==> src/rtl/polyphase_synthesis_filterbank_core_assert.svh <==
// Assertion macros for the filterbank RTL.
`ifndef POLYPHASE_SYNTHESIS_FILTERBANK_CORE_ASSERT_SVH
`define POLYPHASE_SYNTHESIS_FILTERBANK_CORE_ASSERT_SVH

// Same-cycle implication on clk, held off while reset is asserted.
`define PSF_ASSERT_NOW(label, ante, cons, msg) \
	label: assert property (@(posedge clk) disable iff (!arst_n) (ante) |-> (cons)) \
		else $error(msg);

// Next-cycle implication on clk, held off while reset is asserted.
`define PSF_ASSERT_NEXT(label, ante, cons, msg) \
	label: assert property (@(posedge clk) disable iff (!arst_n) (ante) |=> (cons)) \
		else $error(msg);

`endif

==> src/rtl/psf_pkg.sv <==
// Types, constants and coefficient tables of the synthesis filterbank.
package psf_pkg;

	localparam int SMP_W     = 24;
	localparam int COEF_W    = 18;
	localparam int COEF_FRAC = COEF_W - 2;
	localparam int V_W       = 32;
	localparam int SUBBANDS  = 32;
	localparam int BLOCK     = 64;
	localparam int HIST_LEN  = 1024;
	localparam int TAPS      = 16;
	localparam int WIN_LEN   = 512;
	localparam int SECOND_HALF = 96;
	localparam int SLOT_AW   = 6;
	localparam int PROD_W    = V_W + COEF_W;
	localparam int ACC_W     = PROD_W + 5;

	typedef logic signed [COEF_W-1:0] coef_t;

	typedef enum logic [2:0] {
		BK_CLEAR,
		BK_IDLE,
		BK_MAT,
		BK_DRAIN,
		BK_WIN
	} bk_state_t;

	typedef enum logic {
		PH_MAT,
		PH_WIN
	} phase_t;

	// back end status toward the front end
	typedef struct packed {
		logic clr_busy;
		logic rel_valid;
		logic rel_ch;
	} back_stat_t;

	// slot sample read port
	typedef struct packed {
		logic               en;
		logic [SLOT_AW-1:0] addr;
	} smp_rd_t;

	// per-term tag that travels along the MAC pipeline
	typedef struct packed {
		logic       vld;
		logic       first;
		logic       last;
		phase_t     ph;
		logic       ch;
		logic       slot_end;
		logic [5:0] idx;
	} tag_t;

	// one PCM word waiting at the output
	typedef struct packed {
		logic             ch;
		logic [SMP_W-1:0] pcm;
		logic             last;
	} out_t;

	// cos(m*pi/64) in Q2.16, m = 0..32
	localparam int COS_Q [0:32] = '{
		65536, 65457, 65220, 64827, 64277, 63572, 62714, 61705,
		60547, 59244, 57798, 56212, 54491, 52639, 50660, 48559,
		46341, 44011, 41576, 39040, 36410, 33692, 30893, 28020,
		25080, 22078, 19024, 15924, 12785, 9616, 6424, 3216, 0
	};

	// synthesis window, first half, units of 2^-16, before sign pattern
	localparam int WIN_BASE [0:256] = '{
		0,-1,-1,-1,-1,-1,-1,-2,-2,-2,-2,-3,-3,-4,-4,-5,-5,-6,-7,-7,-8,-9,-10,-11,
		-13,-14,-16,-17,-19,-21,-24,-26,-29,-31,-35,-38,-41,-45,-49,-53,-58,-63,
		-68,-73,-79,-85,-91,-97,-104,-111,-117,-125,-132,-139,-147,-154,-161,-169,
		-176,-183,-190,-196,-202,-208,-213,-218,-222,-225,-227,-228,-228,-227,-224,
		-221,-215,-208,-200,-189,-177,-163,-146,-127,-106,-83,-57,-29,2,36,72,111,
		153,197,244,294,347,401,459,519,581,645,711,779,848,919,991,1064,1137,1210,
		1283,1356,1428,1498,1567,1634,1698,1759,1817,1870,1919,1962,2001,2032,2057,
		2075,2085,2087,2080,2063,2037,2000,1952,1893,1822,1739,1644,1535,1414,1280,
		1131,970,794,605,402,185,-45,-288,-545,-814,-1095,-1388,-1692,-2006,-2330,
		-2663,-3004,-3351,-3705,-4063,-4425,-4788,-5153,-5517,-5879,-6237,-6589,
		-6935,-7271,-7597,-7910,-8209,-8491,-8755,-8998,-9219,-9416,-9585,-9727,
		-9838,-9916,-9959,-9966,-9935,-9863,-9750,-9592,-9389,-9139,-8840,-8492,
		-8092,-7640,-7134,-6574,-5959,-5288,-4561,-3776,-2935,-2037,-1082,-70,998,
		2122,3300,4533,5818,7154,8540,9975,11455,12980,14548,16155,17799,19478,
		21189,22929,24694,26482,28289,30112,31947,33791,35640,37489,39336,41176,
		43006,44821,46617,48390,50137,51853,53534,55178,56778,58333,59838,61289,
		62684,64019,65290,66494,67629,68692,69679,70590,71420,72169,72835,73415,
		73908,74313,74630,74856,74992,75038
	};

	// matrixing coefficient for a 7-bit phase index, from the quarter wave
	function automatic coef_t cos_coef(input logic [6:0] m);
		int mi;
		int v;
		mi = int'(m);
		if (mi <= 32)
			v = COS_Q[mi];
		else if (mi <= 64)
			v = -COS_Q[64 - mi];
		else if (mi <= 96)
			v = -COS_Q[mi - 64];
		else
			v = COS_Q[128 - mi];
		return coef_t'(v);
	endfunction

	// window coefficient D[n], mirrored around the center, sign flipped on odd blocks of 64
	function automatic coef_t win_coef(input logic [8:0] n);
		int ni;
		int d;
		ni = int'(n);
		d = (ni <= 256) ? WIN_BASE[ni] : WIN_BASE[WIN_LEN - ni];
		if (n[6])
			d = -d;
		return coef_t'(d);
	endfunction

endpackage

==> src/rtl/psf_job_fifo.sv <==
// Two-entry queue of synthesis jobs between front and back end.
module psf_job_fifo
	import psf_pkg::*;
(
	input  logic clk,
	input  logic arst_n,
	input  logic push,
	input  logic push_ch,
	output logic full,
	input  logic pop,
	output logic valid,
	output logic head_ch
);

	logic [1:0] data_q;
	logic [1:0] cnt_q;
	logic [1:0] wr_pos;

	assign full    = (cnt_q == 2'd2);
	assign valid   = (cnt_q != 2'd0);
	assign head_ch = data_q[0];
	assign wr_pos  = pop ? (cnt_q - 2'd1) : cnt_q;

	always_ff @(posedge clk or negedge arst_n) begin
		if (!arst_n)
			cnt_q <= '0;
		else
			cnt_q <= cnt_q + 2'(push) - 2'(pop);
	end

	// entry 0 is the head; a push into the head slot wins over the shift
	always_ff @(posedge clk) begin
		if (push && !wr_pos[0])
			data_q[0] <= push_ch;
		else if (pop)
			data_q[0] <= data_q[1];
		if (push && wr_pos[0])
			data_q[1] <= push_ch;
	end

endmodule

==> config.mk <==
export PLATFORM = sky130hd
export DESIGN_NAME = psf_job_fifo
export DESIGN_NICKNAME = d
export VERILOG_FILES = /design/src/rtl/polyphase_synthesis_filterbank_core_assert.svh /design/src/rtl/psf_pkg.sv /design/src/rtl/psf_job_fifo.sv
export SDC_FILE = /design/constraint.sdc
export NUM_CORES = 1
export LEC_CHECK = 0
export ABC_AREA = 0
export BUFFER_PORTS_ARGS = -buffer_cell sky130_fd_sc_hd__buf_2
export CORE_AREA = 2 2 39 41
export DETAILED_ROUTE_END_ITERATION = 16
export DIE_AREA = 0 0 41 43
export PLACE_DENSITY = 0.42
export SYNTH_ARGS = -nofsm -noshare
export SYNTH_HDL_FRONTEND = slang
export SYNTH_SLANG_ARGS = --single-unit
==> constraint.sdc <==
create_clock -name clk -period 1.6 [get_ports clk]
set_clock_uncertainty 0.05 [all_clocks]
set_input_delay 0.48 -clock clk [delete_from_list [all_inputs] [get_ports clk]]
set_output_delay 0.48 -clock clk [all_outputs]
set_load 0.01 [all_outputs]
### Word-level counts from Yosys, hierarchy flattened

Index checks and enable logic that the tools add are counted.
W data, S select, Z words.

* register bits after elaboration: 4
* input port bits: 5
* word-level logic and storage cells: 15
* output and inout bits: 3

* $add $sub $neg: 3
* multiplexer cells: 3
* reduce and logical (&&, ||, !) cells: 5
* equality and inequality tests: 1

Operator list (number)
* $reduce_bool A2 Y1: 2
* $mux W1: 3
* $add A2 B1 Y2: 1
* $eq A2 B2 Y1 const B: 1
* $logic_and A1 B1 Y1: 2
* $sub A2 B1 Y2: 1
* $logic_not A1 Y1: 1
* $sub A1 B1 Y1 const B: 1

### Depth between registers and ports, before layout

* depth after elaboration: 5
* gate-level depth with buffers: 5
* depth with buffers taken out: 5

### Least setup slack after synthesis

OpenSTA, ideal clock, no wires.

* kind: in2reg
* start point: input pop
* end point: register data_q[0] (enable)
* cell stages on the path: 3
* setup slack: 58 ps
* arrival time: 1243 ps
* library setup time: 249 ps
* path buffers: 0
* required time: 1301 ps
* cells stage by stage: ha_1 ha_1 or2_2

* word-level cells in the longest chain between the ends: 4

Ends and longest elaborated chain
* from (decl): line psf_job_fifo.sv:10 `input logic pop,`
* $mux W1: line psf_job_fifo.sv:22 `assign wr_pos = pop ? (cnt_q - 2'd1) : cnt_q;`
* $logic_not A1 Y1: line psf_job_fifo.sv:33 `if (push && !wr_pos[0])`
* $logic_and A1 B1 Y1: line psf_job_fifo.sv:33
* $reduce_bool A2 Y1 (no line) *
* to (signal assigned): line psf_job_fifo.sv:34 `data_q[0] <= push_ch;`
* to (signal assigned): line psf_job_fifo.sv:36 `data_q[0] <= data_q[1];`
* to (decl): line psf_job_fifo.sv:15 `logic [1:0] data_q;`

Mark *: on every way between the ends. The rest lies on a longest branch, timed or not.
A chain may end at the register's enable or synchronous reset.

### Worst setup path in the final report

* start point: register cnt_q[0]
* end point: output valid

* word-level cells in the longest chain between the ends: 1

Ends and longest elaborated chain
* from (decl): line psf_job_fifo.sv:16 `logic [1:0] cnt_q;`
* from (signal assigned): line psf_job_fifo.sv:28 `cnt_q <= cnt_q + 2'(push) - 2'(pop);`
* $reduce_bool A2 Y1: line psf_job_fifo.sv:20 `assign valid = (cnt_q != 2'd0);`
* to (decl): line psf_job_fifo.sv:11 `output logic valid,`

Every way passes these cells.

==> impl_metrics.json <==
{
  "status": "complete, no violations",
  "drt-wirelength-per-cell_um": 7.73,
  "fin_crit_sh_pct": 97.9,
  "first_iter_violations": 1,
  "pre_cts_ws_ns": -0.0951,
  "clock-root-buffer": "clkbuf_4",
  "yosys_warnings": 0,
  "startpoint_type": "register",
  "drtPass1Iterations": 4,
  "holdWs_ns": 0.386,
  "final_nets": 37,
  "slew_headroom_pct": 93.4,
  "dieArea_um2": 1760,
  "arrival_ns": 1.04,
  "num_rows": 14,
  "gp_congestion": 0.567,
  "fin_tns_setup_ns": 0,
  "ys_ff_latch": 4,
  "h-tree-depth": 1,
  "cts.path.max_buffers": 2,
  "worstSetupEndpointType": "output pin",
  "pin_count": 8,
  "whs_endpoint": "data_q[1]",
  "grt-ovfl-total": 0,
  "seq_area_frac_synth_pct": 52.7,
  "synth_cell_types": 8,
  "r2r_slack_ns": 0.13,
  "irDropWorstVdd_mv": 0.293,
  "grt_pass1_vias": 150,
  "initial_core_util_pct": 15.1,
  "final_max_slew_viol_count": 0,
  "dp_cells": 38,
  "clock_latency_ns": 0.24,
  "post-route-min-period_ns": 1.57,
  "antenna_cells": 0,
  "p_leak_nw": 0.160,
  "final_hold_viol_count": 0,
  "setup_viol": 0,
  "instances_no_fill": 44,
  "ant_nets": 0,
  "required_ns": 1.07,
  "synth_area_leader_cell": "edfxtp_1",
  "io_buffers": 7,
  "holdPathStages": 1,
  "core_um2": 1380,
  "p_per_area_nw_per_um2": 1690,
  "multiInputGateArea_um2": 91.3,
  "regArea_um2": 110,
  "worstSetupPathType": "register to output pin",
  "die_h_um": 43,
  "antenna_found_initial": 0,
  "nFillCells": 155,
  "yosys-top-cells-area": "edfxtp_1, dfrtp_1, ha_1",
  "synth_nets": 22,
  "reg2reg_from": "cnt_q[0]",
  "post_cts_resized": 0,
  "setup_slack_ns": 0.0337,
  "syn_inst": 14,
  "cts_sinks": 4,
  "drv_cap": 0,
  "hold_start": "push_ch",
  "drive_above_1_share_pct": 53.6,
  "grt_pass1_wl_um": 552,
  "syn_area_per_cell_um2": 14.9,
  "grtUsageTotal_pct": 5.95,
  "drc": 0,
  "hold_class": "primary input to register",
  "dieWidth_um": 41,
  "via_per_inst": 3.52,
  "worst-r2r-cell-count": 5,
  "wl_um": 340,
  "rsz0062_at_grt": "false",
  "grt_start_max_net_pins": 4,
  "cts_tree": "built",
  "crit_fanout": 3,
  "synth_area_um2": 209,
  "reg2reg_to": "cnt_q[1]",
  "cts-buffers-inserted": 3,
  "path_clk_slew_ns": 0.04,
  "synth_top_cell_area_share_pct": 28.7,
  "via_count": 155,
  "postLayoutCoreUtil_pct": 22.8,
  "syn2layout_area_growth_pct": 50.9,
  "worst_pin_slew_ns": 0.0993,
  "clock.fmax_mhz": 638
}
[worst max-delay path by stage]
| stage | startpoint | to | slack [ns] |
|---|---|---|---|
| after floorplan | pop | data_q[0] | 0.06 |
| after global placement | pop | cnt_q[1] | -0.10 |
| after detailed placement | pop | data_q[0] | -0.1 |
| after CTS | cnt_q[0] | valid | 0.02 |
| after global routing | cnt_q[0] | valid | 0.0004 |
| final | cnt_q[0] | valid | 0.03 |
[timing repair]
action / 4_1_cts / 5_1_grt
buffers inserted: 0 / 1
endpoints found under the setup margin: 0 / 1
hold buffers: 1 / 0
endpoints found under the hold margin: 2 / 0
[cell families after synthesis]
| logic type | Yosys count | synth area share, % |
|---|---|---|
| DFF | 4 | 52.7 |
| adders and majority gates | 3 | 18.0 |
| and+or+nand+nor | 3 | 8.98 |
| buffers and inverters | 2 | 3.59 |
| xor gates and xnor gates | 1 | 11.4 |
| muxes | 1 | 5.39 |
[layer usage]
layer,vias up,global-route usage (%),part of all wire [%]
met5,-,0,0
met4,0,12.0,11
met3,4,2.62,13
met2,8,6.88,47
met1,69,4.58,29
li1,74,-,-
[synthesized netlist by cell type, drive strengths merged]
master  n
edfxtp  2
dfrtp   2
mux2    1
xor3    1
ha      3
nor2b   1
inv     2
or2     2
[power breakdown]
part           internal, mW  switching (mW)  total, mW  leakage (nW)
registers             0.154          0.0213      0.175        0.0427
clock network        0.0935          0.0415      0.135        0.0150
logic                 0.143          0.0803      0.223         0.102
[worst max-delay path: stages (launching register included)]
cell     delay [ns]
dfrtp_1        0.38
or2_2          0.29
buf_2          0.14
[cells in the final DEF, fill, tap and decap left out]
cell,instances
dfrtp_1,2
nor2b_1,1
xor3_1,1
or2_2,2
clkbuf_1,1
buf_4,2
inv_1,2
mux2_2,1
buf_2,7
clkbuf_4,3
dlygate4sd3_1,1
ha_1,3
edfxtp_1,2
[flip-flops by register name, summed over array words and instances (netlist names)]
| signal | count |
|---|---|
| cnt_q | 2 |
| data_q | 2 |
[final cells by class]
class / instances / share of cell area, %
Sequential cell: 4 / 34.9
Multi-Input combinational cell: 8 / 29.0
Timing Repair Buffer: 10 / 19.0
Clock buffer: 4 / 8.33
Tap cell: 16 / 6.35
Inverter: 2 / 2.38
[metrics by stage]
stage                     instance area (um2)  total power [mW]
after floorplan                           209             0.316
after global placement                    272             0.384
after detailed placement                  272             0.386
after CTS                                 308             0.525
after global routing                      315             0.582
final                                     315             0.533
No activity file was read; power rests on OpenSTA's default activity.
