### config.mk
export PLATFORM = sky130hd
export DESIGN_NAME = psf_front
export DESIGN_NICKNAME = d
export VERILOG_FILES = /design/src/rtl/polyphase_synthesis_filterbank_core_assert.svh /design/src/rtl/psf_pkg.sv /design/src/rtl/psf_front.sv
export SDC_FILE = /design/constraint.sdc
export NUM_CORES = 1
export LEC_CHECK = 0
export BUFFER_PORTS_ARGS = -buffer_cell sky130_fd_sc_hd__buf_2
export CAP_MARGIN = 0
export CORE_MARGIN = 2
export CORE_UTILIZATION = 55
export CTS_CLUSTER_SIZE = 24
export DETAILED_ROUTE_END_ITERATION = 7
export GPL_ROUTABILITY_DRIVEN = 0
export PLACE_DENSITY = 0.71
export SETUP_SLACK_MARGIN = 0.5
export SYNTH_ARGS = -nofsm -noshare
export SYNTH_HDL_FRONTEND = slang
export SYNTH_SLANG_ARGS = --single-unit
### constraint.sdc
create_clock -name clk -period 6.3 [get_ports clk]
set_clock_uncertainty 0.15 [all_clocks]
set_input_delay 0.63 -clock clk [delete_from_list [all_inputs] [get_ports clk]]
set_output_delay 0.63 -clock clk [all_outputs]
set_load 0.02 [all_outputs]
### src/rtl/polyphase_synthesis_filterbank_core_assert.svh
// Assertion macros for the filterbank RTL.
`ifndef POLYPHASE_SYNTHESIS_FILTERBANK_CORE_ASSERT_SVH
`define POLYPHASE_SYNTHESIS_FILTERBANK_CORE_ASSERT_SVH

// Same-cycle implication on clk, held off while reset is asserted.
`define PSF_ASSERT_NOW(label, ante, cons, msg) \
	label: assert property (@(posedge clk) disable iff (!arst_n) (ante) |-> (cons)) \
		else $error(msg);

// Next-cycle implication on clk, held off while reset is asserted.
`define PSF_ASSERT_NEXT(label, ante, cons, msg) \
	label: assert property (@(posedge clk) disable iff (!arst_n) (ante) |=> (cons)) \
		else $error(msg);

`endif

### src/rtl/psf_pkg.sv
// Types, constants and coefficient tables of the synthesis filterbank.
package psf_pkg;

	localparam int SMP_W     = 24;
	localparam int COEF_W    = 18;
	localparam int COEF_FRAC = COEF_W - 2;
	localparam int V_W       = 32;
	localparam int SUBBANDS  = 32;
	localparam int BLOCK     = 64;
	localparam int HIST_LEN  = 1024;
	localparam int TAPS      = 16;
	localparam int WIN_LEN   = 512;
	localparam int SECOND_HALF = 96;
	localparam int SLOT_AW   = 6;
	localparam int PROD_W    = V_W + COEF_W;
	localparam int ACC_W     = PROD_W + 5;

	typedef logic signed [COEF_W-1:0] coef_t;

	typedef enum logic [2:0] {
		BK_CLEAR,
		BK_IDLE,
		BK_MAT,
		BK_DRAIN,
		BK_WIN
	} bk_state_t;

	typedef enum logic {
		PH_MAT,
		PH_WIN
	} phase_t;

	// back end status toward the front end
	typedef struct packed {
		logic clr_busy;
		logic rel_valid;
		logic rel_ch;
	} back_stat_t;

	// slot sample read port
	typedef struct packed {
		logic               en;
		logic [SLOT_AW-1:0] addr;
	} smp_rd_t;

	// per-term tag that travels along the MAC pipeline
	typedef struct packed {
		logic       vld;
		logic       first;
		logic       last;
		phase_t     ph;
		logic       ch;
		logic       slot_end;
		logic [5:0] idx;
	} tag_t;

	// one PCM word waiting at the output
	typedef struct packed {
		logic             ch;
		logic [SMP_W-1:0] pcm;
		logic             last;
	} out_t;

	// cos(m*pi/64) in Q2.16, m = 0..32
	localparam int COS_Q [0:32] = '{
		65536, 65457, 65220, 64827, 64277, 63572, 62714, 61705,
		60547, 59244, 57798, 56212, 54491, 52639, 50660, 48559,
		46341, 44011, 41576, 39040, 36410, 33692, 30893, 28020,
		25080, 22078, 19024, 15924, 12785, 9616, 6424, 3216, 0
	};

	// synthesis window, first half, units of 2^-16, before sign pattern
	localparam int WIN_BASE [0:256] = '{
		0,-1,-1,-1,-1,-1,-1,-2,-2,-2,-2,-3,-3,-4,-4,-5,-5,-6,-7,-7,-8,-9,-10,-11,
		-13,-14,-16,-17,-19,-21,-24,-26,-29,-31,-35,-38,-41,-45,-49,-53,-58,-63,
		-68,-73,-79,-85,-91,-97,-104,-111,-117,-125,-132,-139,-147,-154,-161,-169,
		-176,-183,-190,-196,-202,-208,-213,-218,-222,-225,-227,-228,-228,-227,-224,
		-221,-215,-208,-200,-189,-177,-163,-146,-127,-106,-83,-57,-29,2,36,72,111,
		153,197,244,294,347,401,459,519,581,645,711,779,848,919,991,1064,1137,1210,
		1283,1356,1428,1498,1567,1634,1698,1759,1817,1870,1919,1962,2001,2032,2057,
		2075,2085,2087,2080,2063,2037,2000,1952,1893,1822,1739,1644,1535,1414,1280,
		1131,970,794,605,402,185,-45,-288,-545,-814,-1095,-1388,-1692,-2006,-2330,
		-2663,-3004,-3351,-3705,-4063,-4425,-4788,-5153,-5517,-5879,-6237,-6589,
		-6935,-7271,-7597,-7910,-8209,-8491,-8755,-8998,-9219,-9416,-9585,-9727,
		-9838,-9916,-9959,-9966,-9935,-9863,-9750,-9592,-9389,-9139,-8840,-8492,
		-8092,-7640,-7134,-6574,-5959,-5288,-4561,-3776,-2935,-2037,-1082,-70,998,
		2122,3300,4533,5818,7154,8540,9975,11455,12980,14548,16155,17799,19478,
		21189,22929,24694,26482,28289,30112,31947,33791,35640,37489,39336,41176,
		43006,44821,46617,48390,50137,51853,53534,55178,56778,58333,59838,61289,
		62684,64019,65290,66494,67629,68692,69679,70590,71420,72169,72835,73415,
		73908,74313,74630,74856,74992,75038
	};

	// matrixing coefficient for a 7-bit phase index, from the quarter wave
	function automatic coef_t cos_coef(input logic [6:0] m);
		int mi;
		int v;
		mi = int'(m);
		if (mi <= 32)
			v = COS_Q[mi];
		else if (mi <= 64)
			v = -COS_Q[64 - mi];
		else if (mi <= 96)
			v = -COS_Q[mi - 64];
		else
			v = COS_Q[128 - mi];
		return coef_t'(v);
	endfunction

	// window coefficient D[n], mirrored around the center, sign flipped on odd blocks of 64
	function automatic coef_t win_coef(input logic [8:0] n);
		int ni;
		int d;
		ni = int'(n);
		d = (ni <= 256) ? WIN_BASE[ni] : WIN_BASE[WIN_LEN - ni];
		if (n[6])
			d = -d;
		return coef_t'(d);
	endfunction

endpackage

### src/rtl/psf_front.sv
// Front end: takes subband words, stores the slot samples, queues synthesis jobs.
module psf_front
	import psf_pkg::*;
#(
	parameter int CHANNELS = 2
) (
	input  logic                    clk,
	input  logic                    arst_n,
	input  logic                    in_valid,
	output logic                    in_ready,
	input  logic                    in_ch,
	input  logic [4:0]              in_sb,
	input  logic [SMP_W-1:0]        in_smp,
	input  back_stat_t              stat,
	output logic                    job_push,
	output logic                    job_ch,
	input  logic                    job_full,
	input  smp_rd_t                 smp_rd,
	output logic signed [SMP_W-1:0] smp_rdata
);

	logic [1:0]              pend_q;
	logic                    ch_ok;
	logic                    is_last;
	logic                    accept;
	logic signed [SMP_W-1:0] slot_mem [0:2*SUBBANDS-1];
	logic signed [SMP_W-1:0] rdata_q;

	assign ch_ok   = (int'(in_ch) < CHANNELS);
	assign is_last = (in_sb == 5'(SUBBANDS - 1));

	// hold in V clear, on job_full, or while a channel's slot is unmatrixed
	always_comb begin
		in_ready = 1'b0;
		if (!stat.clr_busy) begin
			if (!ch_ok)
				in_ready = 1'b1;
			else
				in_ready = !pend_q[in_ch] && (!is_last || !job_full);
		end
	end

	assign accept   = in_valid && in_ready;
	assign job_push = accept && ch_ok && is_last;
	assign job_ch   = in_ch;

	// per-channel job pending flags
	always_ff @(posedge clk or negedge arst_n) begin
		if (!arst_n) begin
			pend_q <= '0;
		end else begin
			if (stat.rel_valid)
				pend_q[stat.rel_ch] <= 1'b0;
			if (job_push)
				pend_q[job_ch] <= 1'b1;
		end
	end

	// slot sample store
	always_ff @(posedge clk) begin
		if (accept && ch_ok)
			slot_mem[{in_ch, in_sb}] <= in_smp;
		if (smp_rd.en)
			rdata_q <= slot_mem[smp_rd.addr];
	end

	assign smp_rdata = rdata_q;

endmodule

Word level (Yosys, flattened, before mapping)

Memories as Yosys holds them, arrays and structs flattened. A register that Yosys moved wholly into a read port is not among the register bits.
Cells that the tools add are included.

Register bits after elaboration: 2
Memory bits (writable): 1536
Input bits: 44
Logic and storage cells: 30
Memories kept: 1

Memory list:

| memory   | words | bits a word | rd ports | clocked after memory_dff | wr ports | line            | source |
|---|---|---|---|---|---|---|---|
| slot_mem | 64    | 24          | 1        | 1                        | 1        | psf_front.sv:26 | `logic signed [SMP_W-1:0] slot_mem [0:2*SUBBANDS-1];` |

Magnitude comparators: 4
Equal/unequal tests: 1
Muxes and demuxes: 11
Bitwise operators: 3
Reduce and logical (&&, ||, !) cells: 9

Operators by type and width:

| kind                 | number |
|---|---|
| $mux W1              | 7 |
| $eq A5 B5 Y1 const B | 1 |
| $logic_and A1 B1 Y1  | 5 |
| $lt A1 B2 Y1 const B | 2 |
| $mux W2              | 2 |
| $logic_not A1 Y1     | 3 |
| $and A2 B2 Y2        | 1 |
| $demux W1 S1         | 2 |
| $ge A1 B1 Y1 const B | 2 |
| $not A2 Y2           | 1 |
| $or A2 B2 Y2         | 1 |
| $logic_or A1 B1 Y1   | 1 |

Longest topological paths before layout

Word-level depth: 9
Depth in mapped cells: 10

Worst setup path before layout

OpenSTA, ideal clock, no wires.

Path kind: in2reg
From: input in_ch
To: memory slot_mem[63][0], enable pin
Arrival time: 2826 ps
Data required time: 5745 ps
Slack: 2919 ps
Cell stages on the path: 6
Path buffers: 2
Path through: buf_2 > a211o_1 > a2111oi_2 > nand3_1 > clkbuf_1 > nor2_1

Cells in the longest elaborated chain, start to end: 8

RTL lines:

| what                                       | line            | source |
|---|---|---|
| from (decl)                                | psf_front.sv:11 | `input logic in_ch,` |
| $mux W1 (implied by the code) (2 in a row) | psf_front.sv:39 | `in_ready = !pend_q[in_ch] && (!is_last \|\| !job_full);` |
| $logic_not A1 Y1                           | psf_front.sv:39 |  |
| $logic_and A1 B1 Y1                        | psf_front.sv:39 |  |
| $mux W1                                    | psf_front.sv:35 | `if (!stat.clr_busy) begin` |
| $logic_and A1 B1 Y1                        | psf_front.sv:43 | `assign accept = in_valid && in_ready;` |
| $mux W1                                    | psf_front.sv:61 | `if (accept && ch_ok)` |
| $mux W1 (implied by the code)              | psf_front.sv:62 | `slot_mem[{in_ch, in_sb}] <= in_smp;` |
| to (decl)                                  | psf_front.sv:26 |  |

Parallel ways exist; a longest one is shown, timed or not. The select of a mux whose other input is x is not followed.

==> impl_results.md <==
- Hold Vio Cnt, Final: 0
- Slowest CP cell: nor3_1
- Boundary pin count: 71
- CP arrival: 4.42 ns
- Setup repair after global routing missed its margin: no
- Fmax: 251.5 MHz
- Sequential element share of the synthesized area: 77.72%
- Area leader, netlist: edfxtp_1
- Initial DRC count: 4580
- Post-CTS Setup Inserts: 0
- Setup Crit Path Kind: primary input to register
- Worst-path cell chain: buf_8 > buf_4 > or2_4 > o21ai_0 > nor3_1 > o22ai_1 > nor3_1
- Cell depth of the worst setup path: 7
- Worst Path Buf+Inv: 2
- Largest family of logic cells by synthesized area: multiplexers
- Compound-cell area share of the yosys netlist: 2.449%
- Post-cts sizing count: 0
- Pins Over Slew Limit: 0
- Final Setup Violations: 0
- Crit Path Max Fanout: 70
- Met3 GRT Util: 5.775%
- Wirelength, routed: 150.9 mm
- Fraction of layout cells with a size suffix above 1: 31.13%
- Core Area: 0.1089 mm²
- Die span in y: 335.2 µm
- WHS Path Cells: 4
- Area share of the largest cell type after synthesis: 77.64%
- Post-Syn Area per Cell: 21.65 µm²
- Hold_buf cts: 2
- Crit end category: register
- Commonest non-fill, non-tap cell in the layout: edfxtp_1
- Setup TNS: 0 ns
- Clock transition at path regs: 0.06 ns
- Met1 track demand over resource: 39.81%
- Layout area overhead: 12.03%
- GRT Total Usage: 27.15%
- Nets: 3008
- CTS tree: done
- Root Driver: clkbuf_16
- Reg2reg path depth: 6
- Worst Tran Pin Value: 1.366 ns
- Clock Path Buffers: 3
- Leakage: 21.20 nW
- Yosys warns: 0
- Die footprint: 0.1124 mm²
- Status: completed
- Via density: 6.674
- Routed Antenna Nets: 0
- WL per Instance: 33.50 µm
- Synth Area in Simple Gates: 2.065%
- Worst slack at placement: 1.612 ns
- Distinct cells, synth: 34
- Clk sinks: 1562
- Critical path launch point type: primary input
- Largest net degree at the start of global routing: 102
- Synth Register Bits: 1562
- CTS H-tree lvls: 4
- Gr busiest metal: met2
- Global-route wire length before repair: 214.8 mm
- Maximum VDD drop: 294.5 µV
- Rows: 121
- Critical Path Most Common Cell: nor3_1
- Final setup margin: 2.324 ns
- Util after Layout: 62.10%
- Leading cell types in the layout, fill and taps excluded: edfxtp_1 (1560), mux4_2 (301), mux2_2 (194)
- DR vias: 30070
- Relative slew slack: 8.941%
- Largest cells by area after synthesis: edfxtp_1 (78%), mux4_2 (11%), mux2_2 (3.6%)
- Family with the most delay on the worst path: simple AND/OR/NAND/NOR gates
- Port Buffers: 70
- PwrDens: 315.6 mW/mm²
- Power Total: 21.34 mW
- Worst path required time: 6.75 ns
- Post-Syn Instances: 2787
- Tcrit/Tclk final: 63.11%
- Syn nets: 2831
- Worst skew pair latency: 0.77 ns
- Fraction of synthesized cell area in xor and xnor cells: 0%
- Post-synthesis adder-cell area fraction: 0%
- GRT overflow: 0
- Met2 track demand over resource: 40.92%
- Tmin final: 3.976 ns
- Max stage delay on crit path: 0.86 ns
- Synthesized area: 0.06034 mm²
- DIE WIDTH: 335.2 µm
- Mux contribution to synthesized area: 16.33%
- Hold Path Class: primary input to register
- Initial antenna violation count: 17
- Max_cap viols: 0
- Drt first pass iters: 6
- Initial Util: 55.43%
- Post-route DRC: 0
- CTS buffer count: 151
- Vias in the first global route: 29400
- Placed wire-length estimate: 83.15 mm
[final timing paths]
kind / endpoint / from / slack, ns
max in group asynchronous: pend_q[1] / arst_n / 5.78
min: pend_q[0] / stat[1] / 0.05
min in group asynchronous: pend_q[0] / arst_n / 0.12
max reg2reg: slot_mem[62][16] / pend_q[0] / 2.72
max: smp_rdata[16] / smp_rd[1] / 2.32
min reg2reg: pend_q[1] / pend_q[1] / 0.38
[cell usage after synthesis]
cell type	instances
a2111oi_2	1
a211o_1	1
a211oi_1	59
a211oi_2	2
a21oi_1	18
a221o_1	13
a31oi_1	1
and2_1	1
buf_1	18
buf_2	50
buf_4	30
buf_6	7
clkbuf_1	58
dfrtp_1	2
edfxtp_1	1560
inv_1	6
mux2_2	194
mux2i_1	89
mux4_2	301
nand2_1	13
nand2b_1	4
nand3_1	5
nand3b_1	2
nor2_1	70
nor2b_1	65
nor3_1	79
nor4_1	3
o211ai_1	2
o21ai_0	46
o22ai_1	78
o32ai_1	3
or2_2	3
or3_1	1
or3b_2	2
[report_power, final]
group	leakage (nW)	switching [mW]	total, mW	internal (mW)
sequential	14.1	0.0443	11.5	11.5
combinational	4.82	0.705	1.07	0.369
clock	2.32	3.76	8.72	4.96
[kinds of logic (layout without fill, tap and decap cells)]
| kind of cell | after synthesis | count (layout) |
|---|---|---|
| simple gates | 248 | 248 |
| other cells | 0 | 11 |
| compound gates | 224 | 224 |
| buf+inv | 169 | 463 |
| flops | 1562 | 1562 |
| mux | 584 | 584 |
[cell type report]
class                   count  area [µm²]
well taps                1414        1769
repair buffers            187        1376
clock buffers             185        4034
multi-input cells        1056       12760
clock inverters            85       709.4
inverters                   6       22.52
fillers                  7123       41260
flip-flops and latches   1562       46900
diodes                     11       27.53
[state kept, by name, summed over array words and instances, names as in the netlist]
name	count
pend_q	2
slot_mem	1536
smp_rdata	24
[worst min-delay path, cell delays in order]
cell and delay, ns:
buf_2 0.11, inv_1 0.04, o21ai_0 0.06, o21ai_0 0.07
[stage by stage]
stage / instances / hold slack (ns) / instance area [µm²]
after floorplan: 2787 / 0.1844 / 60340
final: 4506 / 0.04917 / 67590
after global placement: 4222 / 0.2673 / 62770
after detailed placement: 4223 / 0.2720 / 62800
after CTS: 4495 / 0.008246 / 67560
after global routing: 4499 / 0.06266 / 67570
[per-layer routing]
| metal | part of all wire (%) | vias up | routed length (µm) |
|---|---|---|---|
| met5 | 0.023 | - | 35 |
| met4 | 3.4 | 6 | 5157 |
| met3 | 11 | 286 | 16170 |
| met2 | 47 | 1875 | 70670 |
| met1 | 39 | 15880 | 58910 |
| li1 | - | 12030 | - |
Power figures use the tool's default switching activity.
